File: src/rtl/twodo_pkg.sv
// Shared types, widths, constants and tables for the three-wheel odometry tracker.
`default_nettype none
package twodo_pkg;

	// Shared shift-add multiplier: magnitude operands and full product.
	localparam int MUL_AW = 56;
	localparam int MUL_BW = 32;
	localparam int MUL_PW = MUL_AW + MUL_BW;

	// Shared restoring divider.
	localparam int DIV_NW = 64;
	localparam int DIV_DW = 32;

	// Rotation unit: datapath width and number of micro-rotations.
	localparam int COR_W     = 34;
	localparam int COR_STEPS = 30;

	localparam int POS_FRAC_BITS_DEF = 16;

	localparam logic [MUL_BW-1:0] TWO_PI_INV_BAM = 32'd683565276;
	localparam logic [MUL_BW-1:0] HALF_PI_Q30    = 32'd1686629713;
	localparam logic [COR_W-1:0]  CORDIC_GAIN    = 34'd652032874;
	localparam logic [DIV_DW-1:0] SMALL_TURN_DIV = 32'd24;
	localparam logic [31:0]       ONE_Q30        = 32'd1073741824;

	// Configuration register indexes.
	localparam logic [1:0] REG_SIDE_IPC = 2'd0;
	localparam logic [1:0] REG_BACK_IPC = 2'd1;
	localparam logic [1:0] REG_SIDE_OFF = 2'd2;
	localparam logic [1:0] REG_BACK_OFF = 2'd3;

	typedef enum logic [4:0] {
		ST_IDLE,
		ST_MUL_L,
		ST_MUL_R,
		ST_MUL_S,
		ST_ANGLE,
		ST_DIV_RQ,
		ST_MUL_B,
		ST_COR_I,
		ST_MUL_RAD,
		ST_MUL_RR,
		ST_DIV_24,
		ST_DIV_F,
		ST_MUL_HR,
		ST_MUL_HO,
		ST_MUL_SR,
		ST_MUL_SO,
		ST_COR_P,
		ST_MUL_HC,
		ST_MUL_GS,
		ST_MUL_HS,
		ST_MUL_GC,
		ST_WRITE
	} state_t;

	// Arctangent of 2^-i as a binary angle.
	function automatic logic [29:0] atan_bam(input logic [4:0] i);
		logic [29:0] v;
		case (i)
			5'd0: v = 30'd536870912;
			5'd1: v = 30'd316933406;
			5'd2: v = 30'd167458907;
			5'd3: v = 30'd85004756;
			5'd4: v = 30'd42667331;
			5'd5: v = 30'd21354465;
			5'd6: v = 30'd10679838;
			5'd7: v = 30'd5340245;
			5'd8: v = 30'd2670163;
			5'd9: v = 30'd1335087;
			5'd10: v = 30'd667544;
			5'd11: v = 30'd333772;
			5'd12: v = 30'd166886;
			5'd13: v = 30'd83443;
			5'd14: v = 30'd41722;
			5'd15: v = 30'd20861;
			5'd16: v = 30'd10430;
			5'd17: v = 30'd5215;
			5'd18: v = 30'd2608;
			5'd19: v = 30'd1304;
			5'd20: v = 30'd652;
			5'd21: v = 30'd326;
			5'd22: v = 30'd163;
			5'd23: v = 30'd81;
			5'd24: v = 30'd41;
			5'd25: v = 30'd20;
			5'd26: v = 30'd10;
			5'd27: v = 30'd5;
			5'd28: v = 30'd3;
			5'd29: v = 30'd1;
			default: v = 30'd0;
		endcase
		return v;
	endfunction

endpackage
`default_nettype wire

File: src/rtl/twodo_cordic.sv
// Iterative rotation unit giving sine and cosine of a binary angle in Q2.30.
`default_nettype none
module twodo_cordic (
	input  wire logic                               clk,
	input  wire logic                               arst_n,
	input  wire logic                               start,
	input  wire logic signed [31:0]                 angle,
	output logic                                    done,
	output logic signed [twodo_pkg::COR_W-1:0]      sin_o,
	output logic signed [twodo_pkg::COR_W-1:0]      cos_o
);
	import twodo_pkg::*;

	localparam logic signed [COR_W-1:0] QUARTER = 34'sd1073741824;
	localparam logic signed [COR_W-1:0] HALF    = 34'sd2147483648;

	logic                    run_q;
	logic                    done_q;
	logic [4:0]              cnt_q;
	logic                    neg_q;
	logic signed [COR_W-1:0] x_q, y_q, z_q;
	logic signed [COR_W-1:0] ze, zf;
	logic                    fold;
	logic signed [COR_W-1:0] xs, ys, at;

	// Angles beyond a quarter turn are folded by half a turn and the result negated.
	always_comb begin
		ze   = {{(COR_W-32){angle[31]}}, angle};
		zf   = ze;
		fold = 1'b0;
		if (ze > QUARTER) begin
			zf   = ze - HALF;
			fold = 1'b1;
		end else if (ze < -QUARTER) begin
			zf   = ze + HALF;
			fold = 1'b1;
		end
	end

	assign xs = x_q >>> cnt_q;
	assign ys = y_q >>> cnt_q;
	assign at = {{(COR_W-30){1'b0}}, atan_bam(cnt_q)};

	always_ff @(posedge clk or negedge arst_n) begin
		if (!arst_n) begin
			run_q  <= 1'b0;
			done_q <= 1'b0;
			cnt_q  <= '0;
		end else begin
			done_q <= 1'b0;
			if (start) begin
				run_q <= 1'b1;
				cnt_q <= '0;
			end else if (run_q) begin
				cnt_q <= cnt_q + 5'd1;
				if (cnt_q == 5'(COR_STEPS - 1)) begin
					run_q  <= 1'b0;
					done_q <= 1'b1;
				end
			end
		end
	end

	always_ff @(posedge clk) begin
		if (start) begin
			x_q   <= CORDIC_GAIN;
			y_q   <= '0;
			z_q   <= zf;
			neg_q <= fold;
		end else if (run_q) begin
			if (!z_q[COR_W-1]) begin
				y_q <= y_q + xs;
				x_q <= x_q - ys;
				z_q <= z_q - at;
			end else begin
				y_q <= y_q - xs;
				x_q <= x_q + ys;
				z_q <= z_q + at;
			end
		end
	end

	assign done  = done_q;
	assign sin_o = neg_q ? -y_q : y_q;
	assign cos_o = neg_q ? -x_q : x_q;

endmodule
`default_nettype wire

File: config.mk
export PLATFORM = sky130hd
export DESIGN_NAME = twodo_cordic
export DESIGN_NICKNAME = d
export VERILOG_FILES = /design/src/rtl/twodo_pkg.sv /design/src/rtl/twodo_cordic.sv
export SDC_FILE = /design/constraint.sdc
export NUM_CORES = 1
export LEC_CHECK = 0
export ABC_AREA = 0
export BUFFER_PORTS_ARGS = -buffer_cell sky130_fd_sc_hd__buf_2
export CAP_MARGIN = 20
export CORE_MARGIN = 1
export CORE_UTILIZATION = 47
export CTS_BUF_LIST = sky130_fd_sc_hd__clkbuf_16
export CTS_CLUSTER_SIZE = 8
export DETAILED_ROUTE_END_ITERATION = 6
export REMOVE_ABC_BUFFERS = 1
export SLEW_MARGIN = 5
export SYNTH_ARGS = -nofsm -noshare
export SYNTH_HDL_FRONTEND = slang
export SYNTH_SLANG_ARGS = --single-unit
File: constraint.sdc
create_clock -name clk -period 8.36 [get_ports clk]
set_input_delay 0.836 -clock clk [delete_from_list [all_inputs] [get_ports clk]]
set_output_delay 0.836 -clock clk [all_outputs]
set_load 0.005 [all_outputs]
==> results of run 1 <==
## how the worst max path moves through the flow
stage	from	to	slack, ps	depth (start not counted)
after global placement	cnt_q[1]	z_q[33]	1570	24
final	cnt_q[2]	x_q[32]	1180	25
after floorplan	cnt_q[1]	z_q[33]	-880	23
after CTS	cnt_q[2]	x_q[32]	1400	25
after global routing	cnt_q[1]	z_q[33]	820	24
after detailed placement	cnt_q[1]	z_q[33]	1430	24
## worst max-delay path, stage by stage (launching register included)
cell,delay [ps]
dfrtp_4,910
buf_4,460
mux4_2,550
mux2_2,340
mux2i_1,200
nand2_1,110
o21ai_0,160
ha_1,240
inv_1,70
a2111oi_0,400
nand4_1,210
and4bb_2,420
nand3_1,140
mux2i_1,190
o21ai_0,80
a31oi_1,170
ha_1,310
a21o_1,180
a21oi_1,220
nand2_1,80
nor3_1,420
o31ai_1,230
a311o_1,320
a31oi_1,260
nor4b_1,90
a221o_1,280
## sequential cells by signal, summed over array words and instances (netlist names)
signal,cells
y_q,34
x_q,34
run_q,1
cnt_q,5
neg_q,1
done,1
z_q,34
## power groups by stage
| stage | Sequential (mW) | Clock (mW) | Combinational [mW] |
|---|---|---|---|
| 5_1_grt | 1.41 | 0.503 | 8.40 |
| 4_1_cts | 1.36 | 0.486 | 7.51 |
| 3_5_place_dp | 1.37 | 0 | 7.48 |
| 2_1_floorplan | 1.22 | 0 | 5.83 |
| 3_3_place_gp | 1.37 | 0 | 7.37 |
| 6_report | 1.37 | 0.472 | 7.57 |
## layout make-up
class	instances	area, µm²
fill	3840	18780
multi-input combinational	1924	14300
tap	511	639.4
clock buffer	9	225.2
sequential	110	2603
timing repair buffer	139	813.3
clock inverter	7	77.57
inverter	62	232.7
## logic make-up (layout without fill, tap and decap cells)
group	count (synthesis)	after routing	synth area share [%]
buf+inv	255	217	6.213
compound gates	668	668	24.21
simple gates	688	688	18.52
mux	212	212	16.79
xor+xnor	239	239	11.63
fa+ha+maj	117	117	8.257
flops	110	110	14.37
## placed cells by master (no fill, tap or decap), drive strengths merged, types with 68 or more instances in the layout
cell,Yosys,layout
xor2,78,78
ha,114,114
a21oi,176,176
mux2i,103,103
xnor2,161,161
buf,69,139
o21ai,151,151
dfxtp,68,68
nor2,198,198
nand2,233,233
## metal layers
metal | up-vias | wire length [µm] | track usage, %
met1 | 8551 | 26860 | 40.89
met4 | 0 | 2290 | 12.55
met3 | 122 | 4071 | 5.485
li1 | 8325 | - | -
met2 | 662 | 29620 | 53.64
met5 | - | 0 | 0
## metrics by stage
stage	area (µm²)	utilization, %	hold slack, ps	instances	setup WS, ps
after CTS	18890	50.14	227.1	2762	1399
after floorplan	17120	-	517.1	2096	-881.1
after global placement	18580	49.34	558.3	2746	1567
final	18890	50.14	249.6	2762	1180
after global routing	18890	50.14	238.6	2762	822.1
after detailed placement	18580	49.34	545.8	2746	1426
==> run_results.csv, run 1 <==
group,metric,value,unit
outcome,status,"completed",
final_layout,diodes,0,
yosys,synthTopCellsByArea,"mux4_2 (8.1%), ha_1 (7.9%), xnor2_1 (7.8%)",
yosys,ys.flop_type,"dfxtp_1",
clock_network,clock_path_buffers,2,
power,p_int,4.460,mW
routing,drt_pass1_iterations,5,
clock_network,cts_tree,"yes",
clock_network,root_buffer,"clkbuf_16",
job,maxCapViolCount,0,
die,die_area,39090,µm²
timing,fmax,0.1393,GHz
routing,drt-total-wl,62.84,mm
timing,rsz0062_at_grt,"no",
timing,slew_viol_final,0,
die,start_util,47.79,%
yosys,syn_avg_cell_area,7.865,µm²
worst_setup_path,start_kind,"register",
yosys,synth_area_leader_cell,"mux4_2",
power,ir_drop,0.2856,mV
timing,setup_viol,0,
clock_network,ctsResizeCount,0,
routing,vias,17660,
placed_design,dpl.hpwl,47.65,mm
routing,wl_per_cell,22.75,µm
timing,max_slew_margin,29.18,%
clock_network,path_clk_slew,90,ps
worst_setup_path,worstReg2RegStart,"cnt_q[2]",
yosys,synth_top_area_share,8.132,%
yosys,yosys_warnings,0,
power,p_switching,4.954,mW
worst_setup_path,r2r_slack,1180,ps
final_layout,final_nets,2398,
global_route,grt_use_total,32.06,%
worst_setup_path,critPathArrivalTime,7480,ps
placed_design,io_buffers,103,
worst_setup_path,reg2reg_to,"x_q[32]",
worst_setup_path,crit_path_end_kind,"register",
power,comb_power_share,80.4,%
global_route,grt_pass1_wl,96.46,mm
yosys,synth-edff-count,35,
yosys,netlist_area,18000,µm²
power,powerDensity,498.4,nW/µm²
clock_network,numCtsBuffers,9,
timing,hold_viol,0,
power,power,9.414,mW
die,pin_count,104,
yosys,ys_ff_latch,110,
worst_setup_path,crit_fanout,59,
final_layout,syn2layout_area_growth,4.914,%
global_route,gr-total-overflow,0,
placed_design,gp_congestion,0.9598,
die,core_region_area,37670,µm²
routing,ant_nets,0,
power,p_leak,7.944,nW
yosys,async_flop_share,6.364,%
global_route,antenna_found_initial,0,
yosys,ys_seq_area_share,14.37,%
die,die_h,197.7,µm
timing,worstMarginPinSlew,1058,ps
global_route,grt_pass1_vias,16474,
timing,skew,16.48,ps
routing,drcViolationCount,0,
yosys,netlist_top_cells_count,"nand2_1 (233), nor2_1 (197), a21oi_1 (175), xnor2_1 (161), o21ai_0 (147)",
routing,viasPerCell,6.394,
yosys,yosys.cell_types.count,100,
yosys,synth_cells,2289,
power,power_frac_clock,5.0,%
worst_setup_path,path_class,"register to register",
die,die_width,197.7,µm
yosys,synth.most_common_cell,"nand2_1",
die,num_rows,71,
worst_setup_path,required,8660,ps
clock_network,ctsHtreeMaxLevel,3,
power,p_seq_share,14.6,%
power,swShare,52.62,%
timing,period_minus_slack,7180,ps
clock_network,cts_hold_buffers,0,
timing,tns,0,ps
clock_network,clock_latency,420,ps
clock_network,post-cts-setup-buffers,0,
clock_network,cts_sinks,110,
timing,post-route-period-util,85.88,%
worst_setup_path,reg2regPathDepth,25,
min_path,holdCritPathClass,"input port to asynchronous set/reset pin",
global_route,grt_max_degree,86,
final_layout,layout-drive-gt1-share,13.46,%
routing,drt-initial-drc-count,1521,
No activity file was read; power rests on OpenSTA's default activity.
==> run 2, diff against run 1 <==
- ABC_CLOCK_PERIOD_IN_PS: not set -> 8500
- clock period: 8.36 -> 8.5 ns (I/O delays scaled with it)
==> run_results.csv, run 2 (synthesis gave the netlist of run 1 again) <==
group,metric,value,unit
worst_setup_path,start_kind,"register",
job,maxCapViolCount,0,
routing,drcViolationCount,0,
routing,viasPerCell,6.328,
timing,fin_ws,1242,ps
worst_setup_path,required,8800,ps
timing,hold_viol,0,
worst_setup_path,critical_path.top_delay_family,"compound AO/OA/AOI/OAI gates",
timing,setup_viol,0,
clock_network,root_buffer,"clkbuf_16",
final_layout,syn2layout_area_growth,4.608,%
outcome,status,"completed",
timing,post-route-period-util,85.39,%
final_layout,layout_commonest_cell,"nand2_1",
global_route,grtUsageMet2,52.71,%
routing,drt_pass1_iterations,5,
clock_network,clock_path_buffers,2,
final_layout,layout-drive-gt1-share,13.27,%
min_path,holdCritPathClass,"input port to asynchronous set/reset pin",
timing,fmax,0.1378,GHz
routing,drt-initial-drc-count,1416,
final_layout,layout_common_cells,"nand2_1 (233), nor2_1 (197), a21oi_1 (175)",
worst_setup_path,critPathLaunch,"cnt_q[2]",
global_route,grt-busiest-layer,"met2",
worst_setup_path,reg2regPathDepth,21,
worst_setup_path,crit_chain,"buf_4 > mux2_1 > mux4_2 > o2bb2ai_1 > nor3_1 > ha_1 > nand2_1 > nor2_1 > nor2_1 > xor2_1 > ha_1 > a211oi_1 > nor3b_1 > nor4b_1 > o211ai_1 > a21oi_1 > o211ai_1 > a41oi_1 > nor2_1 > mux2_1 > mux2_1",
timing,worstMarginPinSlew,1124,ps
global_route,gr-total-overflow,0,
worst_setup_path,crit_fanout,54,
timing,max_slew_margin,24.99,%
placed_design,io_buffers,103,
die,pin_count,104,
clock_network,post-cts-setup-buffers,0,
worst_setup_path,crit_path_end_kind,"register",
worst_setup_path,cpPeakStageDelay,850,ps
placed_design,dp_cells,2741,
routing,vias,17445,
worst_setup_path,reg2reg_to,"y_q[33]",
die,die_width,197.7,µm
global_route,use_met1,40.54,%
routing,ant_nets,0,
clock_network,clock_latency,420,ps
clock_network,ctsHtreeMaxLevel,3,
routing,drt-total-wl,61.66,mm
timing,slew_viol_final,0,
worst_setup_path,r2r_slack,1240,ps
die,num_rows,71,
clock_network,cts_tree,"yes",
global_route,grt_pass1_wl,94.83,mm
power,p_leak,7.917,nW
global_route,grt_use_total,31.46,%
worst_setup_path,critPathArrivalTime,7560,ps
die,die_area,39090,µm²
die,core_region_area,37670,µm²
final_layout,final_nets,2393,
placed_design,gp_congestion,0.9642,
worst_setup_path,worstReg2RegStart,"cnt_q[2]",
placed_design,dp_slack,1410,ps
clock_network,numCtsBuffers,9,
timing,rsz0062_at_grt,"no",
final_layout,top_regs,"x_q: 34 flops, y_q: 34 flops, z_q: 34 flops",
timing,skew,20.42,ps
final_layout,diodes,0,
worst_setup_path,path_class,"register to register",
global_route,grt_max_degree,86,
clock_network,cts_hold_buffers,0,
clock_network,path_clk_slew,90,ps
clock_network,cts_sinks,110,
final_layout,final_cells,2757,
die,start_util,47.79,%
power,powerDensity,491.1,nW/µm²
worst_setup_path,cp.buffers_inverters,1,
worst_setup_path,cp_slowest_cell,"dfrtp_4",
global_route,antenna_found_initial,0,
routing,wl_per_cell,22.36,µm
global_route,use_met3,5.042,%
timing,period_minus_slack,7258,ps
timing,hold_slack,261.5,ps
die,die_h,197.7,µm
clock_network,ctsResizeCount,0,
timing,tns,0,ps
power,ir_drop,0.2988,mV
placed_design,dpl.hpwl,47.32,mm
global_route,grt_pass1_vias,16285,
-- run 2: cell count changes in the layout (fill, tap and decap cells not counted), sizes merged --
cell | before | now
buf | 139 | 134
clkinv | 7 | 5
inv | 62 | 64
-- run 2: through the flow --
| stage | power [mW] | util, % | area [µm²] |
|---|---|---|---|
| after detailed placement | 8.691 | 49.21 | 18530 |
| after global placement | 8.598 | 49.21 | 18530 |
| after global routing | 10.13 | 50.00 | 18830 |
| after CTS | 9.208 | 50.00 | 18830 |
| after floorplan | 6.936 | - | 17120 |
| final | 9.248 | 50.00 | 18830 |
-- run 2: cell type report --
class / count / area [µm²]
clock buffers: 9 / 225.2
well taps: 511 / 639.4
flip-flops and latches: 110 / 2603
inverters: 62 / 232.7
fillers: 3743 / 18830
repair buffers: 134 / 763.2
clock inverters: 7 / 72.57
multi-input cells: 1924 / 14300
-- run 2: power by group --
part | internal (mW) | switching [mW]
Sequential | 0.836 | 0.523
Combinational | 3.34 | 4.09
Clock | 0.209 | 0.254
-- run 2: how the worst max path moves through the flow --
stage                         end  slack, ps  depth (start not counted)
final                     y_q[33]       1240                         21
after global routing      y_q[33]        790                         21
after CTS                 y_q[33]       1380                         21
after detailed placement  y_q[33]       1410                         21
after global placement    y_q[33]       1570                         21
after floorplan           z_q[33]       -740                         23
-- run 2: metal layers --
metal,wire length (µm),vias to the layer above
li1,-,8299
met1,26490,8385
met2,29240,637
met3,3853,124
met4,2073,0
met5,0,-
