### config.mk
export PLATFORM = sky130hd
export DESIGN_NAME = twodo_div
export DESIGN_NICKNAME = d
export VERILOG_FILES = /design/src/rtl/twodo_pkg.sv /design/src/rtl/twodo_div.sv
export SDC_FILE = /design/constraint.sdc
export NUM_CORES = 1
export LEC_CHECK = 0
export ABC_AREA = 1
export BUFFER_PORTS_ARGS = -buffer_cell sky130_fd_sc_hd__buf_4
export CAP_MARGIN = 20
export CELL_PAD_IN_SITES_DETAIL_PLACEMENT = 1
export CELL_PAD_IN_SITES_GLOBAL_PLACEMENT = 1
export CORE_AREA = 5 5 158 160
export CTS_BUF_LIST = sky130_fd_sc_hd__clkbuf_16
export DETAILED_ROUTE_END_ITERATION = 6
export DIE_AREA = 0 0 163 165
export GPL_ROUTABILITY_DRIVEN = 0
export PLACE_DENSITY = 0.79
export SETUP_SLACK_MARGIN = 0.02
export SLEW_MARGIN = 30
export SYNTH_ARGS = -nofsm -noshare
export SYNTH_HDL_FRONTEND = slang
export SYNTH_SLANG_ARGS = --single-unit
### constraint.sdc
create_clock -name clk -period 3 [get_ports clk]
set_clock_uncertainty 0.1 [all_clocks]
set_input_delay 0.45 -clock clk [delete_from_list [all_inputs] [get_ports clk]]
set_output_delay 0.45 -clock clk [all_outputs]
set_load 0.05 [all_outputs]
### src/rtl/twodo_pkg.sv
// Shared types, widths, constants and tables for the three-wheel odometry tracker.
`default_nettype none
package twodo_pkg;

	// Shared shift-add multiplier: magnitude operands and full product.
	localparam int MUL_AW = 56;
	localparam int MUL_BW = 32;
	localparam int MUL_PW = MUL_AW + MUL_BW;

	// Shared restoring divider.
	localparam int DIV_NW = 64;
	localparam int DIV_DW = 32;

	// Rotation unit: datapath width and number of micro-rotations.
	localparam int COR_W     = 34;
	localparam int COR_STEPS = 30;

	localparam int POS_FRAC_BITS_DEF = 16;

	localparam logic [MUL_BW-1:0] TWO_PI_INV_BAM = 32'd683565276;
	localparam logic [MUL_BW-1:0] HALF_PI_Q30    = 32'd1686629713;
	localparam logic [COR_W-1:0]  CORDIC_GAIN    = 34'd652032874;
	localparam logic [DIV_DW-1:0] SMALL_TURN_DIV = 32'd24;
	localparam logic [31:0]       ONE_Q30        = 32'd1073741824;

	// Configuration register indexes.
	localparam logic [1:0] REG_SIDE_IPC = 2'd0;
	localparam logic [1:0] REG_BACK_IPC = 2'd1;
	localparam logic [1:0] REG_SIDE_OFF = 2'd2;
	localparam logic [1:0] REG_BACK_OFF = 2'd3;

	typedef enum logic [4:0] {
		ST_IDLE,
		ST_MUL_L,
		ST_MUL_R,
		ST_MUL_S,
		ST_ANGLE,
		ST_DIV_RQ,
		ST_MUL_B,
		ST_COR_I,
		ST_MUL_RAD,
		ST_MUL_RR,
		ST_DIV_24,
		ST_DIV_F,
		ST_MUL_HR,
		ST_MUL_HO,
		ST_MUL_SR,
		ST_MUL_SO,
		ST_COR_P,
		ST_MUL_HC,
		ST_MUL_GS,
		ST_MUL_HS,
		ST_MUL_GC,
		ST_WRITE
	} state_t;

	// Arctangent of 2^-i as a binary angle.
	function automatic logic [29:0] atan_bam(input logic [4:0] i);
		logic [29:0] v;
		case (i)
			5'd0: v = 30'd536870912;
			5'd1: v = 30'd316933406;
			5'd2: v = 30'd167458907;
			5'd3: v = 30'd85004756;
			5'd4: v = 30'd42667331;
			5'd5: v = 30'd21354465;
			5'd6: v = 30'd10679838;
			5'd7: v = 30'd5340245;
			5'd8: v = 30'd2670163;
			5'd9: v = 30'd1335087;
			5'd10: v = 30'd667544;
			5'd11: v = 30'd333772;
			5'd12: v = 30'd166886;
			5'd13: v = 30'd83443;
			5'd14: v = 30'd41722;
			5'd15: v = 30'd20861;
			5'd16: v = 30'd10430;
			5'd17: v = 30'd5215;
			5'd18: v = 30'd2608;
			5'd19: v = 30'd1304;
			5'd20: v = 30'd652;
			5'd21: v = 30'd326;
			5'd22: v = 30'd163;
			5'd23: v = 30'd81;
			5'd24: v = 30'd41;
			5'd25: v = 30'd20;
			5'd26: v = 30'd10;
			5'd27: v = 30'd5;
			5'd28: v = 30'd3;
			5'd29: v = 30'd1;
			default: v = 30'd0;
		endcase
		return v;
	endfunction

endpackage
`default_nettype wire

### src/rtl/twodo_div.sv
// Bit-serial restoring divider, one quotient bit per cycle.
`default_nettype none
module twodo_div (
	input  wire logic                           clk,
	input  wire logic                           arst_n,
	input  wire logic                           start,
	input  wire logic [twodo_pkg::DIV_NW-1:0]   num,
	input  wire logic [twodo_pkg::DIV_DW-1:0]   den,
	output logic                                done,
	output logic [twodo_pkg::DIV_NW-1:0]        quo
);
	import twodo_pkg::*;

	logic              run_q;
	logic              done_q;
	logic [5:0]        cnt_q;
	logic [DIV_DW-1:0] rem_q;
	logic [DIV_DW-1:0] den_q;
	logic [DIV_NW-1:0] quo_q;
	logic [DIV_DW:0]   shifted;
	logic [DIV_DW:0]   trial;
	logic              fits;

	assign shifted = {rem_q, quo_q[DIV_NW-1]};
	assign trial   = shifted - {1'b0, den_q};
	assign fits    = (shifted >= {1'b0, den_q});

	always_ff @(posedge clk or negedge arst_n) begin
		if (!arst_n) begin
			run_q  <= 1'b0;
			done_q <= 1'b0;
			cnt_q  <= '0;
		end else begin
			done_q <= 1'b0;
			if (start) begin
				run_q <= 1'b1;
				cnt_q <= '0;
			end else if (run_q) begin
				cnt_q <= cnt_q + 6'd1;
				if (cnt_q == 6'(DIV_NW - 1)) begin
					run_q  <= 1'b0;
					done_q <= 1'b1;
				end
			end
		end
	end

	always_ff @(posedge clk) begin
		if (start) begin
			rem_q <= '0;
			den_q <= den;
			quo_q <= num;
		end else if (run_q) begin
			rem_q <= fits ? trial[DIV_DW-1:0] : shifted[DIV_DW-1:0];
			quo_q <= {quo_q[DIV_NW-2:0], fits};
		end
	end

	assign done = done_q;
	assign quo  = quo_q;

endmodule
`default_nettype wire

==> results of run 1 <==
-- state kept, by name (all words and copies together), names as in the netlist --
register  flops
cnt_q         6
den_q        32
quo          64
run_q         1
done          1
rem_q        32
-- power by group through the flow --
stage          registers, mW  clock network [mW]  logic [mW]
2_1_floorplan           2.77                   0        2.14
5_1_grt                 2.51                2.42        3.77
4_1_cts                 2.48                2.33        3.36
3_3_place_gp            2.51                   0        3.19
6_report                2.48                2.29        3.36
3_5_place_dp            2.51                   0        3.27
-- repair_timing --
item | in CTS | in global routing
gates cloned | 1 | 0
pin swaps | 1 | 1
resized for setup | 0 | 0
hold endpoints to repair | 8 | 0
hold buffers | 1 | 0
setup endpoints to repair | 1 | 25
buffers inserted | 0 | 3
-- worst paths after layout --
path | depth (start not counted) | endpoint | startpoint
max | 13 | quo[0] | den_q[8]
min | 1 | den_q[25] | den[25]
max reg2reg | 13 | quo[0] | den_q[8]
min reg2reg | 2 | rem_q[28] | rem_q[28]
max in group asynchronous | 2 | run_q | arst_n
min in group asynchronous | 2 | cnt_q[5] | arst_n
-- synth_stat cells --
| cell type | instances |
|---|---|
| a31oi_1 | 1 |
| nand3_1 | 79 |
| nor2_1 | 47 |
| xnor2_1 | 13 |
| buf_4 | 2 |
| edfxtp_1 | 96 |
| nand4_1 | 9 |
| o21a_1 | 2 |
| a21oi_1 | 21 |
| buf_6 | 6 |
| nand2_2 | 4 |
| nor3_1 | 4 |
| nor4_1 | 1 |
| nor2_2 | 4 |
| inv_1 | 184 |
| o21ai_1 | 11 |
| o21bai_1 | 3 |
| nand3b_1 | 13 |
| a21oi_2 | 1 |
| and2_1 | 3 |
| nor2_4 | 2 |
| nand3_2 | 5 |
| nand2_4 | 1 |
| nand2_8 | 1 |
| clkbuf_1 | 17 |
| dfrtp_1 | 8 |
| nor3_2 | 1 |
| dfxtp_1 | 32 |
| xor2_1 | 1 |
| nand2_1 | 508 |
| o221ai_1 | 1 |
| a22o_1 | 1 |
| buf_2 | 4 |
| ha_1 | 33 |
| inv_2 | 2 |
| or2_2 | 1 |
| fa_1 | 1 |
| o21ai_0 | 6 |
-- per-layer routing --
metal / share of wire / track usage
met1: 0.42 / 0.236
met2: 0.48 / 0.356
met3: 0.084 / 0.0769
met4: 0.014 / 0.0530
met5: 0 / 0
-- layout by cell type, fill, tap and decap left out, types with 2 or more instances in the layout --
cell type	count
a21oi_1	21
and2_1	3
buf_12	2
buf_4	178
bufinv_16	2
clkbuf_16	17
dfrtp_1	8
dfxtp_1	32
edfxtp_1	96
ha_1	33
inv_1	183
inv_2	3
inv_6	5
inv_8	6
nand2_1	508
nand2_2	4
nand3_1	79
nand3_2	5
nand3b_1	13
nand4_1	9
nor2_1	46
nor2_2	5
nor2_4	3
nor3_1	4
o21a_1	2
o21ai_0	6
o21ai_1	11
o21bai_1	3
xnor2_1	13
-- kinds of logic (layout without fill, tap and decap cells) --
group | count (synthesis) | count (layout) | synth area share
buffers and inverters | 215 | 399 | 0.105
adders and majority gates | 34 | 34 | 0.0525
DFF | 136 | 136 | 0.451
AOI/OAI and AO/OA | 47 | 47 | 0.0315
xor gates and xnor gates | 14 | 14 | 0.0149
and+or+nand+nor | 683 | 684 | 0.345
-- stage by stage --
step	setup WS [ns]	power, mW	utilization	hold slack (ns)
floorplan	0.632	4.91	-	0.0544
global placement	0.125	5.70	0.423	0.181
detailed placement	0.0993	5.79	0.423	0.178
CTS	0.200	8.17	0.450	0.0668
global route	0.172	8.70	0.452	0.0693
finish	0.426	8.13	0.452	0.0807
-- cell type report --
cell class,instances,area share
Sequential cell,136,0.354
Tap cell,319,0.0380
Inverter,186,0.0665
Timing Repair Buffer,181,0.132
Multi-Input combinational cell,779,0.350
Clock buffer,17,0.0405
Clock inverter,15,0.0187
==> metrics.csv, run 1 <==
stage,metric,value,unit
timing,"Hold Vio Cnt, Final",0,
die,die span in y,165,um
yosys,syn nets,1262,
clocking,clock tree sinks,136,
placed_design,Post-DP Area,0.00984,sq mm
cells_and_area,fin area,0.0105,sq mm
cells_and_area,nets,1434,
setup_path,critical path capture point type,register,
global_route,vias in the first global route,8451,
clocking,clk_lat worst skew,0.44,ns
cells_and_area,Multi-input gate area,0.00368,sq mm
setup_path,top cell family by delay on the critical path,simple AND/OR/NAND/NOR gates,
yosys,Yosys reg bits,136,
power,Peak supply drop,0.000360,V
cells_and_area,fillers,2969,
global_route,largest net degree at the start of global routing,72,
global_route,total global-route track usage,0.204,
power,Pint,4.75,mW
power,Clock Power Share,0.282,
route,vias per cell,4.78,
setup_path,Reg2Reg Setup Slack,0.43,ns
die,Core Box Area,0.0233,sq mm
timing,slew at the pin closest to its max-slew limit,0.590,ns
die,Initial Utilization,0.355,
timing,Final setup viols,0,
die,Die W,163,um
setup_path,Worst EP required,3.06,ns
die,die area,0.0269,sq mm
yosys,cell taking the most area after synthesis,edfxtp_1,
yosys,register area share after synthesis,0.451,
timing,max-slew violations,0,
die,Top Ports,164,
route,post-DR wirelength/cell,16.3,um
setup_path,Slowest Stage Delay on Critical Path,0.36,ns
power,Sw Share,0.415,
global_route,first-pass GRT wire length,43200,um
setup_path,"Arr. time, crit path",2.63,ns
route,detailed-route via count,7804,
route,Routed WL,26600,um
setup_path,CP bufs+invs,4,
route,# DRC,0,
yosys,synthesized instance count,1129,
setup_path,cell chain of the critical path,"inv_1, ha_1, nand2_1, inv_1, nand2_1, nand2_1, inv_1, nand3_2, nand2_1, nand2_1, nand2_4, buf_4, a31oi_1",
clocking,CTS Buffer Depth,2,
power,sequential power share,0.305,
setup_path,Slowest cell on crit path,edfxtp_1,
yosys,cell area after synthesis,0.00825,sq mm
hold_path,Hold/Removal Path Class,in -> reg,
cells_and_area,share of layout cells above drive strength 1,0.180,
timing,post-route minimum period,2.57,ns
timing,"Period Utilization, post-route",0.858,
timing,RSZ-0062 raised after global routing,no,
clocking,CTS tree,yes,
yosys,count of cell types in the netlist,38,
yosys,Synth warnings,0,
yosys,Yosys top cell area share,0.349,
clocking,H-tree Lvls,4,
route,post-route ant nets,0,
placed_design,DP Cell Count,1596,
route,1st-iter DRT viols,400,
power,P per Cell Area,774,mW/mm^2
cells_and_area,fin cells,1633,
timing,setup_tns,0,ns
clocking,total CTS buffers,17,
cells_and_area,antenna diode count,0,
cells_and_area,area grow syn2layout,27.3,%
timing,maximum clock rate,0.389,GHz
setup_path,startpoint types,register,
setup_path,Setup CP Type,reg -> reg,
yosys,"top cells by area, synth","edfxtp_1 (35%), nand2_1 (23%), inv_1 (8.4%)",
route,1st-pass router iterations,5,
power,Logic pwr share,0.414,
power,P_leak,5.61,nW
yosys,Mapped Avg Cell Area,7.31,sq um
global_route,antenna violations before repair,0,
die,row cnt,56,
setup_path,Crit Path Max Fanout,20,
placed_design,Final HPWL DP,20000,um
setup_path,CP dominant cell by count,nand2_1,
clocking,clock slew at reported path FFs,0.07,ns
timing,Relative slew margins,0.606,
clocking,clk root buf,clkbuf_16,
job,maxcap violations,0,
power,P_sw,3.38,mW
cells_and_area,register area,0.00372,sq mm
global_route,GRT overflow,0,
placed_design,PortBufs,163,
outcome,result of the run,"complete, no violations",
Power figures use the tool's default switching activity.
==> run 2, diff against run 1 <==
--- a/config.mk
+++ b/config.mk
@@ -10,10 +10,10 @@
 export CAP_MARGIN = 20
 export CELL_PAD_IN_SITES_DETAIL_PLACEMENT = 1
 export CELL_PAD_IN_SITES_GLOBAL_PLACEMENT = 1
-export CORE_AREA = 5 5 158 160
+export CORE_AREA = 2 2 155 157
 export CTS_BUF_LIST = sky130_fd_sc_hd__clkbuf_16
 export DETAILED_ROUTE_END_ITERATION = 6
-export DIE_AREA = 0 0 163 165
+export DIE_AREA = 0 0 157 159
 export GPL_ROUTABILITY_DRIVEN = 0
 export PLACE_DENSITY = 0.79
 export SETUP_SLACK_MARGIN = 0.02
==> run 2 against run 1 <==
  * Sequential share of layout area barely moved
  * Sequential cell count unchanged
  * Cell count shrank 0.12%
  * Critical path depth increased by 2
  * Design area is essentially flat
  * Via count is 0.88% lower
  * Non-clock buffer count down 1
  * Setup slack worse by 0.037 ns
  * Fmax decreased by 1.4%
  * Wire length fell by 1.4%
  * Clock-buffer cell count stayed put
  * Critical endpoint is now rem_q[19]
  * Largest cell class unchanged
==> metrics.csv, run 2 (synthesis gave the netlist of run 1 again) <==
stage,metric,value,unit
cells_and_area,fin area,0.0105,sq mm
setup_path,Setup CP Type,reg -> reg,
global_route,first-pass GRT wire length,42300,um
route,post-DR wirelength/cell,16.1,um
power,P_leak,5.60,nW
clocking,H-tree Lvls,4,
cells_and_area,max reg flops,64,
die,die span in y,159,um
power,Logic pwr share,0.413,
setup_path,Reg2Reg Setup Slack,0.39,ns
hold_path,WHS Endpoint,den_q[25],
clocking,CTS tree,yes,
die,row cnt,56,
clocking,total CTS buffers,17,
setup_path,Slowest cell on crit path,edfxtp_1,
global_route,antenna violations before repair,0,
route,detailed-route via count,7735,
cells_and_area,area grow syn2layout,27.3,%
timing,setup_tns,0,ns
setup_path,Slowest Stage Delay on Critical Path,0.37,ns
setup_path,"Arr. time, crit path",2.89,ns
outcome,result of the run,"complete, no violations",
global_route,largest net degree at the start of global routing,43,
timing,"Period Utilization, post-route",0.870,
clocking,clock tree sinks,136,
cells_and_area,nets,1432,
setup_path,CP dominant cell by count,nand2_1,
hold_path,Hold Crit Start,den[25],
route,vias per cell,4.74,
clocking,clk_lat worst skew,0.44,ns
timing,max-slew violations,0,
global_route,total global-route track usage,0.217,
clocking,clk root buf,clkbuf_16,
timing,Relative slew margins,0.580,
cells_and_area,antenna diode count,0,
die,die area,0.0250,sq mm
power,P_sw,3.37,mW
power,P per Cell Area,774,mW/mm^2
route,1st-iter DRT viols,288,
global_route,vias in the first global route,8279,
timing,RSZ-0062 raised after global routing,no,
setup_path,Worst EP required,3.28,ns
route,post-route ant nets,0,
global_route,GRT overflow,0,
placed_design,PortBufs,163,
cells_and_area,share of layout cells above drive strength 1,0.179,
route,1st-pass router iterations,4,
timing,maximum clock rate,0.383,GHz
setup_path,R2R cell count,15,
clocking,CTS Buffer Depth,2,
route,# DRC,0,
hold_path,WHS Path Cells,1,
timing,"Hold Vio Cnt, Final",0,
power,sequential power share,0.305,
timing,slew at the pin closest to its max-slew limit,0.628,ns
setup_path,critical path capture point type,register,
route,Routed WL,26200,um
placed_design,Post-DP Area,0.00986,sq mm
cells_and_area,"commonest cells after routing, fill and taps aside","nand2_1 (508), inv_1 (183), buf_4 (177), edfxtp_1 (96), nand3_1 (79)",
setup_path,startpoint types,register,
power,Peak supply drop,0.000416,V
clocking,clock slew at reported path FFs,0.07,ns
power,Pint,4.77,mW
die,Initial Utilization,0.356,
setup_path,critical register-to-register path endpoint,rem_q[19],
setup_path,Crit Path Max Fanout,32,
timing,worst hold slack,0.0789,ns
cells_and_area,"commonest non-fill, non-tap cell in the layout",nand2_1,
hold_path,Hold/Removal Path Class,in -> reg,
power,Sw Share,0.414,
setup_path,cell chain of the critical path,"inv_1, ha_1, nand2_1, inv_1, nand2_1, nand2_1, inv_1, nand3_2, nand2_1, nand2_1, nand2_4, nand2_8, nand2_1, nand3_1, nand2_1",
die,Die W,157,um
cells_and_area,fillers,2924,
die,Top Ports,164,
job,maxcap violations,0,
die,Core Box Area,0.0232,sq mm
timing,Final setup viols,0,
power,Clock Power Share,0.282,
power,Total Power,8.13,mW
timing,post-route minimum period,2.61,ns
placed_design,Final HPWL DP,20000,um
setup_path,Worst R2R Start,den_q[8],
[run 2: final cells by class]
class | count | area [sq um] | share of cell area
well taps | 319 | 399 | 0.0380
multi-input cells | 778 | 3670 | 0.349
clock buffers | 17 | 425 | 0.0405
clock inverters | 15 | 209 | 0.0199
inverters | 186 | 698 | 0.0664
flip-flops and latches | 136 | 3720 | 0.354
repair buffers | 180 | 1390 | 0.132
[run 2: repair_timing]
action / 4_1_cts / 5_1_grt
gates resized for setup: 0 / 0
setup endpoints to repair: 0 / 2
endpoints found under the hold margin: 8 / 0
hold buffers: 1 / 0
setup buffers: 0 / 1
[run 2: metrics by stage]
| stage | utilization | setup slack, ns | instances |
|---|---|---|---|
| after CTS | 0.453 | 0.252 | 1630 |
| after global routing | 0.453 | 0.138 | 1631 |
| after floorplan | - | 0.632 | 1129 |
| after detailed placement | 0.425 | 0.268 | 1597 |
| after global placement | 0.424 | 0.130 | 1596 |
| final | 0.453 | 0.389 | 1631 |
[run 2: worst max path at each step]
stage	start	to	slack (ns)	cells past startpoint
global route	den_q[8]	rem_q[12]	0.14	15
CTS	den_q[30]	rem_q[14]	0.25	14
global placement	den_q[30]	rem_q[26]	0.13	13
floorplan	quo[63]	rem_q[24]	0.63	15
finish	den_q[8]	rem_q[19]	0.39	15
detailed placement	den_q[30]	rem_q[14]	0.27	14
[run 2: critical path: cells and delay by family (launching register included)]
kind,cells,cell delay [ns]
simple gates,11,1.58
buf+inv,3,0.20
fa+ha+maj,1,0.28
flops,1,0.37
[run 2: power by group through the flow]
stage / registers [mW] / logic (mW) / clock network, mW
floorplan: 2.77 / 2.14 / 0
global route: 2.52 / 3.77 / 2.41
finish: 2.48 / 3.36 / 2.29
global placement: 2.51 / 3.18 / 0
detailed placement: 2.51 / 3.33 / 0
CTS: 2.48 / 3.37 / 2.36
[run 2: layer usage]
| layer | global-route usage | vias to the layer above | routed length, um |
|---|---|---|---|
| li1 | - | 3851 | - |
| met1 | 0.254 | 3675 | 10900 |
| met2 | 0.375 | 180 | 12900 |
| met3 | 0.0708 | 29 | 1930 |
| met4 | 0.0651 | 0 | 437 |
| met5 | 0 | - | 0 |
