**src/rtl/twodo_pkg.sv**
```systemverilog
// Shared types, widths, constants and tables for the three-wheel odometry tracker.
`default_nettype none
package twodo_pkg;

	// Shared shift-add multiplier: magnitude operands and full product.
	localparam int MUL_AW = 56;
	localparam int MUL_BW = 32;
	localparam int MUL_PW = MUL_AW + MUL_BW;

	// Shared restoring divider.
	localparam int DIV_NW = 64;
	localparam int DIV_DW = 32;

	// Rotation unit: datapath width and number of micro-rotations.
	localparam int COR_W     = 34;
	localparam int COR_STEPS = 30;

	localparam int POS_FRAC_BITS_DEF = 16;

	localparam logic [MUL_BW-1:0] TWO_PI_INV_BAM = 32'd683565276;
	localparam logic [MUL_BW-1:0] HALF_PI_Q30    = 32'd1686629713;
	localparam logic [COR_W-1:0]  CORDIC_GAIN    = 34'd652032874;
	localparam logic [DIV_DW-1:0] SMALL_TURN_DIV = 32'd24;
	localparam logic [31:0]       ONE_Q30        = 32'd1073741824;

	// Configuration register indexes.
	localparam logic [1:0] REG_SIDE_IPC = 2'd0;
	localparam logic [1:0] REG_BACK_IPC = 2'd1;
	localparam logic [1:0] REG_SIDE_OFF = 2'd2;
	localparam logic [1:0] REG_BACK_OFF = 2'd3;

	typedef enum logic [4:0] {
		ST_IDLE,
		ST_MUL_L,
		ST_MUL_R,
		ST_MUL_S,
		ST_ANGLE,
		ST_DIV_RQ,
		ST_MUL_B,
		ST_COR_I,
		ST_MUL_RAD,
		ST_MUL_RR,
		ST_DIV_24,
		ST_DIV_F,
		ST_MUL_HR,
		ST_MUL_HO,
		ST_MUL_SR,
		ST_MUL_SO,
		ST_COR_P,
		ST_MUL_HC,
		ST_MUL_GS,
		ST_MUL_HS,
		ST_MUL_GC,
		ST_WRITE
	} state_t;

	// Arctangent of 2^-i as a binary angle.
	function automatic logic [29:0] atan_bam(input logic [4:0] i);
		logic [29:0] v;
		case (i)
			5'd0: v = 30'd536870912;
			5'd1: v = 30'd316933406;
			5'd2: v = 30'd167458907;
			5'd3: v = 30'd85004756;
			5'd4: v = 30'd42667331;
			5'd5: v = 30'd21354465;
			5'd6: v = 30'd10679838;
			5'd7: v = 30'd5340245;
			5'd8: v = 30'd2670163;
			5'd9: v = 30'd1335087;
			5'd10: v = 30'd667544;
			5'd11: v = 30'd333772;
			5'd12: v = 30'd166886;
			5'd13: v = 30'd83443;
			5'd14: v = 30'd41722;
			5'd15: v = 30'd20861;
			5'd16: v = 30'd10430;
			5'd17: v = 30'd5215;
			5'd18: v = 30'd2608;
			5'd19: v = 30'd1304;
			5'd20: v = 30'd652;
			5'd21: v = 30'd326;
			5'd22: v = 30'd163;
			5'd23: v = 30'd81;
			5'd24: v = 30'd41;
			5'd25: v = 30'd20;
			5'd26: v = 30'd10;
			5'd27: v = 30'd5;
			5'd28: v = 30'd3;
			5'd29: v = 30'd1;
			default: v = 30'd0;
		endcase
		return v;
	endfunction

endpackage
`default_nettype wire

```
**src/rtl/twodo_mul.sv**
```systemverilog
// Bit-serial shift-add multiplier of two unsigned magnitudes.
`default_nettype none
module twodo_mul (
	input  wire logic                           clk,
	input  wire logic                           arst_n,
	input  wire logic                           start,
	input  wire logic [twodo_pkg::MUL_AW-1:0]   a,
	input  wire logic [twodo_pkg::MUL_BW-1:0]   b,
	output logic                                done,
	output logic [twodo_pkg::MUL_PW-1:0]        prod
);
	import twodo_pkg::*;

	logic              run_q;
	logic              done_q;
	logic [4:0]        cnt_q;
	logic [MUL_AW-1:0] a_q;
	logic [MUL_AW:0]   hi_q;
	logic [MUL_BW-1:0] lo_q;
	logic [MUL_AW:0]   sum;

	// One multiplier bit per cycle: add the multiplicand, then shift right.
	assign sum = hi_q + ((lo_q[0]) ? {1'b0, a_q} : '0);

	always_ff @(posedge clk or negedge arst_n) begin
		if (!arst_n) begin
			run_q  <= 1'b0;
			done_q <= 1'b0;
			cnt_q  <= '0;
		end else begin
			done_q <= 1'b0;
			if (start) begin
				run_q <= 1'b1;
				cnt_q <= '0;
			end else if (run_q) begin
				cnt_q <= cnt_q + 5'd1;
				if (cnt_q == 5'(MUL_BW - 1)) begin
					run_q  <= 1'b0;
					done_q <= 1'b1;
				end
			end
		end
	end

	always_ff @(posedge clk) begin
		if (start) begin
			a_q  <= a;
			hi_q <= '0;
			lo_q <= b;
		end else if (run_q) begin
			hi_q <= {1'b0, sum[MUL_AW:1]};
			lo_q <= {sum[0], lo_q[MUL_BW-1:1]};
		end
	end

	assign done = done_q;
	assign prod = {hi_q[MUL_AW-1:0], lo_q};

endmodule
`default_nettype wire

```
**config.mk**
```make
export PLATFORM = sky130hd
export DESIGN_NAME = twodo_mul
export DESIGN_NICKNAME = d
export VERILOG_FILES = /design/src/rtl/twodo_pkg.sv /design/src/rtl/twodo_mul.sv
export SDC_FILE = /design/constraint.sdc
export NUM_CORES = 1
export LEC_CHECK = 0
export BUFFER_PORTS_ARGS = -buffer_cell sky130_fd_sc_hd__buf_2
export CORE_UTILIZATION = 45
export CTS_BUF_LIST = sky130_fd_sc_hd__clkbuf_8
export DETAILED_ROUTE_END_ITERATION = 6
export MAX_ROUTING_LAYER = met4
export PLACE_DENSITY = 0.64
export SLEW_MARGIN = 15
export SYNTH_ARGS = -nofsm -noshare
export SYNTH_HDL_FRONTEND = slang
export SYNTH_SLANG_ARGS = --single-unit
```
**constraint.sdc**
```tcl
create_clock -name clk -period 5 [get_ports clk]
set_input_delay 1 -clock clk [delete_from_list [all_inputs] [get_ports clk]]
set_output_delay 1 -clock clk [all_outputs]
set_load 0.005 [all_outputs]
```
==> qor.yml, run 1 <==
timing:
  setup_viol: 0
  worstMarginPinSlew_ps: 1060
  slew_headroom_pct: 28.9
  fmax_mhz: 252
  tns_ps: 0
  hold_violations: 0
  drv_slew: 0
  skew_ps: 24.7
  setup_slack_ps: 1030
  rsz0062_at_grt: "no"
  min_period_ps: 3970
  post-route-period-util_pct: 79.3
synth:
  ys_types: 67
  synth_edf_count: 88
  synthCells: 872
  seq_area_frac_synth_pct: 44.6
  synth.avg_cell_area_um2: 10.1
  syn_nets: 1022
  syn_area_um2: 8830
  yosys_warnings: 0
  ys_async_sr_fraction_pct: 4.64
  synth_top_flop_cell: "edfxtp_1"
  yosys_register_bits: 151
finish:
  final_net_count: 1186
  finalNonFillerCells: 1310
  drive_gt1_share_pct: 26.0
  mostFrequentLayoutCells: "178 x buf_2, 88 x edfxtp_1, 67 x a21oi_1, 66 x nor2_1, 66 x nand2_1"
  nFillCells: 1730
  syn2layout_area_growth_pct: 17.6
  final_common_cell: "buf_2"
  design_area_um2: 10400
worst_setup_path:
  cp_num_buf_inv: 0
  path_common_cell: "o31a_1"
  cp_slowest_cell: "edfxtp_1"
  crit_cells: 12
  critPathMaxStageDelay_ps: 780
  crit_required_ps: 5380
  path_cells: "and2_1, ha_1, fa_1, a21o_1, a221oi_2, or4_4, nand3_4, a2111oi_4, o31a_1, o31a_1, nor4_1, nand3b_1"
  crit_start: "lo_q[0]"
  worstPathMaxFanout: 34
  critPathKind: "reg -> reg"
  timing.rr.end: "hi_q[47]"
  arrival_ps: 4350
  r2r-start: "lo_q[0]"
  rr_worst_depth: 12
  reg2reg_slack_ps: 1030
  crit_path_end_kind: "flip-flop"
  endpoint: "hi_q[47]"
  critPathLaunchType: "flip-flop"
  cpLargestDelayFamily: "compound AO/OA/AOI/OAI gates"
clocking:
  insertion_delay_ps: 480
  cts_tree: "built"
  cts_buffer_depth: 2
  cts_root_buf: "clkbuf_8"
  postCtsSetupRepairBufs: 0
  clock_sinks: 151
  cts_hold_buf: 0
  cts_resized: 0
  cts_buffers: 17
  clkTransAtPathRegs_ps: 110
  htreeDepth: 4
power_and_ir_drop:
  power.density_nw_per_um2: 384
  power_frac_comb_pct: 33.9
  p_leak_nw: 4.75
  p_seq_share_pct: 41.4
  ir_drop_mv: 0.243
  fin_total_pwr_mw: 4.00
  internal_power_mw: 2.50
  pwr-share-clk_pct: 24.7
  swShare_pct: 37.3
  p_sw_mw: 1.49
drt:
  ant_nets: 0
  vias: 7153
  dr.first_iter.drc_count: 397
  dr.pass1.iters: 5
  viasPerCell: 5.46
  wl_per_cell_um: 16.7
  wl_um: 21900
  drc: 0
die:
  dieArea_um2: 20200
  start_util_pct: 46.6
  core_area_um2: 19000
  num_rows: 50
  die_h_um: 142
  die_x_um: 142
  ios: 180
grt:
  grt_usage_pct: 22.7
  antenna_found_initial: 1
  grt_max_degree: 48
  grt_pass1_wl_um: 34900
  overflow: 0
  grt_pass1_vias: 6982
outcome:
  outcome: "complete, no violations"
place:
  portBuffers: 179
  pre_cts_ws_ps: 1020
  dp_hpwl_um: 16000
  dp_cells: 1277
  place.gp.congestion: 0.892
  placed_cell_area_um2: 9960
job:
  max-cap-violations: 0
min_path:
  hp-class: "in -> async"
## worst min-delay path by stage
| stage | from | end | slack [ps] |
|---|---|---|---|
| 2_1_floorplan | hi_q[51] | hi_q[51] | 470 |
| 3_3_place_gp | hi_q[26] | hi_q[26] | 460 |
| 3_5_place_dp | hi_q[45] | hi_q[45] | 480 |
| 4_1_cts | arst_n | done | 310 |
| 5_1_grt | arst_n | done | 310 |
| 6_report | arst_n | cnt_q[4] | 340 |
## cell usage after synthesis (3+ instances only)
library cell	instances	area (um2)
o21ai_0	44	220
edfxtp_1	88	2640
mux2_2	33	372
nand2_1	66	248
mux2i_1	26	260
a221o_1	3	30.0
clkbuf_1	35	131
a31oi_1	4	25.0
nand3b_1	5	37.5
o2111ai_1	5	43.8
dfxtp_1	56	1120
o21a_1	6	45.0
or3_1	3	18.8
nor3_1	11	55.1
inv_1	23	86.3
nor2b_1	6	37.5
ha_1	58	726
o21bai_1	14	105
a211o_1	7	61.3
o211ai_1	10	75.1
and3_1	5	31.3
nand3_1	11	55.1
o31ai_1	4	30.0
xor2_1	16	140
dfrtp_1	7	175
a21oi_1	67	335
buf_1	4	15.0
nor2_1	67	251
and2_1	59	369
a211oi_1	5	37.5
nand4_1	19	119
a21oi_2	3	26.3
a21o_1	24	180
nand2b_1	9	56.3
xnor2_1	25	219
## power groups by stage
stage	logic (mW)	clock network (mW)	registers (mW)
final	1.36	0.986	1.65
after global routing	1.50	1.06	1.68
after detailed placement	1.35	0	1.68
after CTS	1.36	1.02	1.66
after global placement	1.34	0	1.68
after floorplan	0.932	0	1.66
## sequential cells by signal, indices dropped and copies added (netlist names)
signal  cells
done        1
lo_q       32
a_q        56
cnt_q       5
hi_q       56
run_q       1
## kinds of logic (layout without fill, tap and decap cells)
kind of cell | after synthesis | count (layout) | synth area share, %
mux | 59 | 59 | 7.15
other cells | 0 | 1 | 0
fa+ha+maj | 59 | 59 | 8.44
xor+xnor | 41 | 41 | 4.06
flops | 151 | 151 | 44.6
simple gates | 276 | 276 | 16.1
compound gates | 221 | 221 | 16.8
buf+inv | 65 | 242 | 2.80
## area by class of cell
cell class / instances / area (um2) / area share [%]
multi-input cells: 656 / 4650 / 44.7
flip-flops and latches: 151 / 3940 / 37.9
diodes: 1 / 2.50 / 0.0241
clock buffers: 17 / 234 / 2.25
well taps: 260 / 325 / 3.13
repair buffers: 187 / 958 / 9.22
inverters: 23 / 86.3 / 0.831
clock inverters: 15 / 196 / 1.89
## worst register-to-register path: cells and delay by family (launching register included)
family	cells	cell delay (ps)
AO/OA/AOI/OAI	5	1560
AND/OR/NAND/NOR	5	880
flip-flops	1	780
adder cells (fa/ha/maj)	2	640
## per-layer routing
metal	track usage, %	part of all wire (%)	vias to the layer above
met3	3.97	5.4	30
met4	7.70	1.7	0
met5	-	0	-
met1	29.5	47	3370
li1	-	-	3536
met2	35.7	46	217
## through the flow
stage,util (%),hold slack (ps)
3_5_place_dp,52.5,477
5_1_grt,54.8,313
3_3_place_gp,52.5,464
4_1_cts,54.8,310
6_report,54.8,336
2_1_floorplan,-,471
Power figures use the tool's default switching activity.
==> run 2: changes to the inputs <==
clock period = 3.9 ns   (was 5 ns; I/O delays follow)
==> qor.yml, run 2 (synthesis results as in run 1) <==
drt:
  drc: 0
  vias: 7081
  wl_um: 22000
  dr.pass1.iters: 5
  dr.first_iter.drc_count: 489
  wl_per_cell_um: 16.7
  viasPerCell: 5.40
  ant_nets: 0
power_and_ir_drop:
  pwr-share-clk_pct: 25.5
  p_seq_share_pct: 40.8
  internal_power_mw: 3.27
  power_frac_comb_pct: 33.8
  p_leak_nw: 4.76
  swShare_pct: 36.8
  p_sw_mw: 1.91
  ir_drop_mv: 0.223
  fin_total_pwr_mw: 5.18
  power.density_nw_per_um2: 497
place:
  dp_hpwl_um: 16000
  place.gp.congestion: 0.888
  placed_cell_area_um2: 9980
  portBuffers: 179
  dp_cells: 1280
finish:
  mostFrequentLayoutCells: "178 x buf_2, 88 x edfxtp_1, 67 x a21oi_1, 66 x nor2_1, 66 x nand2_1"
  drive_gt1_share_pct: 26.2
  finalNonFillerCells: 1312
  antenna_cells: 0
  largestRegisters: "a_q x56, hi_q x56, lo_q x32"
  design_area_um2: 10400
  final_net_count: 1189
  final_common_cell: "buf_2"
  syn2layout_area_growth_pct: 18.0
grt:
  grt_usage_pct: 22.7
  grt_max_degree: 51
  overflow: 0
  grt_pass1_vias: 6923
  grt_pass1_wl_um: 34800
  antenna_found_initial: 0
timing:
  hold_violations: 0
  min_period_ps: 3680
  rsz0062_at_grt: "no"
  worstMarginPinSlew_ps: 1080
  drv_slew: 0
  setup_viol: 0
  tns_ps: 0
  fmax_mhz: 272
  post-route-period-util_pct: 94.4
  hold_slack_ps: 96.1
  slew_headroom_pct: 28.2
  skew_ps: 31.9
worst_setup_path:
  crit_required_ps: 4300
  arrival_ps: 4080
  critPathKind: "reg -> reg"
  critPathLaunchType: "flip-flop"
  crit_path_end_kind: "flip-flop"
  worstPathMaxFanout: 35
die:
  ios: 180
  core_area_um2: 19000
  die_h_um: 142
  start_util_pct: 46.6
  num_rows: 50
  die_x_um: 142
  dieArea_um2: 20200
clocking:
  cts_resized: 0
  cts_buffer_depth: 2
  cts_buffers: 17
  clock_sinks: 151
  insertion_delay_ps: 490
  htreeDepth: 4
  cts_tree: "built"
  postCtsSetupRepairBufs: 0
  cts_root_buf: "clkbuf_8"
  cts_hold_buf: 0
  clkTransAtPathRegs_ps: 120
min_path:
  hp-class: "in -> async"
outcome:
  outcome: "complete, no violations"
job:
  max-cap-violations: 0
run 2: final timing paths:
| path | startpoint | endpoint | slack [ps] | cells past startpoint |
|---|---|---|---|---|
| max in group asynchronous | arst_n | run_q | 3610 | 1 |
| setup / recovery | lo_q[0] | hi_q[55] | 220 | 12 |
| setup reg to reg | lo_q[0] | hi_q[55] | 220 | 12 |
| hold reg to reg | hi_q[48] | hi_q[48] | 490 | 2 |
| hold / removal | arst_n | cnt_q[2] | 100 | 1 |
| min in group clk | a[7] | a_q[7] | 460 | 1 |
run 2: cell type report:
cell class / instances / area (um2)
clock inverter: 15 / 205
multi-input combinational: 656 / 4650
clock buffer: 17 / 234
fill: 1756 / 8530
sequential: 151 / 3940
tap: 260 / 325
timing repair buffer: 190 / 981
inverter: 23 / 86.3
run 2: metrics by stage:
stage          utilization [%]  setup WS (ps)
2_1_floorplan                -            630
3_5_place_dp              52.7            327
4_1_cts                   55.0            248
3_3_place_gp              52.7            350
6_report                  55.0            219
5_1_grt                   55.0           16.9
run 2: critical path: stages (launching register included):
cell	delay, ps
edfxtp_1	420
buf_4	250
and2_1	180
ha_1	410
nand2_1	120
nor2_1	190
nand4_1	130
nor3_1	600
a2111oi_4	210
nor4b_4	360
o211ai_2	180
a211o_1	300
a311oi_2	220
run 2: power groups by stage:
stage               registers, mW  logic [mW]  clock network (mW)
floorplan                    2.12        1.19                   0
global placement             2.15        1.73                   0
detailed placement           2.15        1.74                   0
CTS                          2.12        1.75                1.35
global route                 2.14        1.95                1.41
finish                       2.11        1.75                1.32
run 2: routing by layer:
layer	routed length [um]	share of wire, %	GRT usage (%)
met1	10400	47	29.6
met2	9870	45	34.7
met3	1330	6.0	5.96
met4	334	1.5	6.68
met5	0	0	-
==> run 3: changes to the inputs <==
CORE_UTILIZATION = 57   (was 45)
PLACE_DENSITY = 0.79   (was 0.64)
==> qor.yml, run 3 (synthesis results as in run 1) <==
timing:
  hold_violations: 0
  setup_viol: 0
  skew_ps: 15.5
  rsz0062_at_grt: "no"
  post-route-period-util_pct: 90.5
  fmax_mhz: 283
  min_period_ps: 3530
  tns_ps: 0
  worstMarginPinSlew_ps: 1120
  slew_headroom_pct: 25.1
  hold_slack_ps: 127
  drv_slew: 0
min_path:
  hp-class: "in -> async"
outcome:
  violations: "design-rule violations"
  outcome: "finished, violations left"
die:
  die_h_um: 126
  dieArea_um2: 16000
  start_util_pct: 58.3
  core_area_um2: 15100
  ios: 180
  num_rows: 45
  die_x_um: 126
finish:
  syn2layout_area_growth_pct: 16.3
  fin_util_pct: 67.8
  nFillCells: 1190
  mostFrequentLayoutCells: "178 x buf_2, 88 x edfxtp_1, 67 x a21oi_1, 66 x nor2_1, 66 x nand2_1"
  largestRegisters: "a_q x56, hi_q x56, lo_q x32"
  drive_gt1_share_pct: 26.0
  final_common_cell: "buf_2"
  finalNonFillerCells: 1239
  final_net_count: 1188
  antenna_cells: 0
clocking:
  cts_resized: 0
  cts_tree: "built"
  htreeDepth: 4
  cts_buffer_depth: 2
  insertion_delay_ps: 470
  cts_root_buf: "clkbuf_8"
  clock_sinks: 151
  cts_buffers: 17
  cts_hold_buf: 0
  clkTransAtPathRegs_ps: 100
  postCtsSetupRepairBufs: 0
drt:
  drc: 4
  wl_um: 21100
  vias: 7246
  wl_per_cell_um: 17.0
  dr.pass1.iters: 7
  viasPerCell: 5.85
  ant_nets: 0
  dr.first_iter.drc_count: 552
grt:
  antenna_found_initial: 0
  use_met1_pct: 36.0
  grt_pass1_wl_um: 34800
  globalRoute.busiestLayer: "met2"
  use_met2_pct: 46.3
  grt_max_degree: 50
  overflow: 0
  grt_pass1_vias: 7097
  grt.met3_usage_pct: 5.61
  grt_usage_pct: 28.4
place:
  dp_hpwl_um: 15200
  portBuffers: 179
  dp_cells: 1207
  place.gp.congestion: 0.917
power_and_ir_drop:
  power.density_nw_per_um2: 495
  ir_drop_mv: 0.344
  p_leak_nw: 4.74
  fin_total_pwr_mw: 5.08
worst_setup_path:
  crit_required_ps: 4260
  crit_path_end_kind: "flip-flop"
  arrival_ps: 3890
  worstPathMaxFanout: 29
  critPathKind: "reg -> reg"
  critPathLaunchType: "flip-flop"
job:
  max-cap-violations: 0
## run 3: changes by cell type in the layout (fill, tap and decap cells not counted), sizes merged
cell | before | now
buf | 190 | 189
inv | 30 | 33
clkinvlp | 0 | 1
clkinv | 7 | 3
## run 3: worst paths after layout
| path | start | end | slack [ps] | cells after the start |
|---|---|---|---|---|
| worst max-delay path | lo_q[0] | hi_q[52] | 370 | 12 |
| worst min-delay path | arst_n | cnt_q[0] | 130 | 1 |
| worst max register to register | lo_q[0] | hi_q[52] | 370 | 12 |
| worst min register to register | hi_q[51] | hi_q[51] | 490 | 2 |
| max in group asynchronous | arst_n | run_q | 3600 | 1 |
| min in group clk | a[8] | a_q[8] | 480 | 1 |
## run 3: critical path, cell delays in order (launching register included)
cell and delay, ps:
edfxtp_1 450, buf_4 250, and2_1 180, ha_1 330, a21o_1 220, a21oi_2 220, a21oi_2 120, a211o_1 350
o211ai_2 230, nand3_1 150, o21bai_1 420, o21ai_0 180, a221o_1 310
## run 3: layout make-up
type / instances / area (um2) / share of cell area (%)
clock buffer: 17 / 234 / 2.28
multi-input combinational: 656 / 4650 / 45.3
timing repair buffer: 189 / 973 / 9.47
inverter: 23 / 86.3 / 0.840
tap: 188 / 235 / 2.29
clock inverter: 15 / 156 / 1.52
sequential: 151 / 3940 / 38.3
## run 3: per-layer routing
layer,vias to the layer above,routed length (um)
met5,-,0
met4,0,324
met3,32,1370
met2,256,10000
met1,3425,9360
li1,3533,-
## run 3: power breakdown
group / switching [mW] / internal (mW)
Combinational: 0.980 / 0.772
Sequential: 0.172 / 1.94
Clock: 0.687 / 0.534
Total: 1.84 / 3.25
## run 3: per-stage QoR
stage / cell area [um2] / worst slack [ps]
after detailed placement: 9890 / 437
after CTS: 10300 / 411
after global routing: 10300 / 53.7
final: 10300 / 372
after global placement: 9890 / 507
after floorplan: 8830 / 630
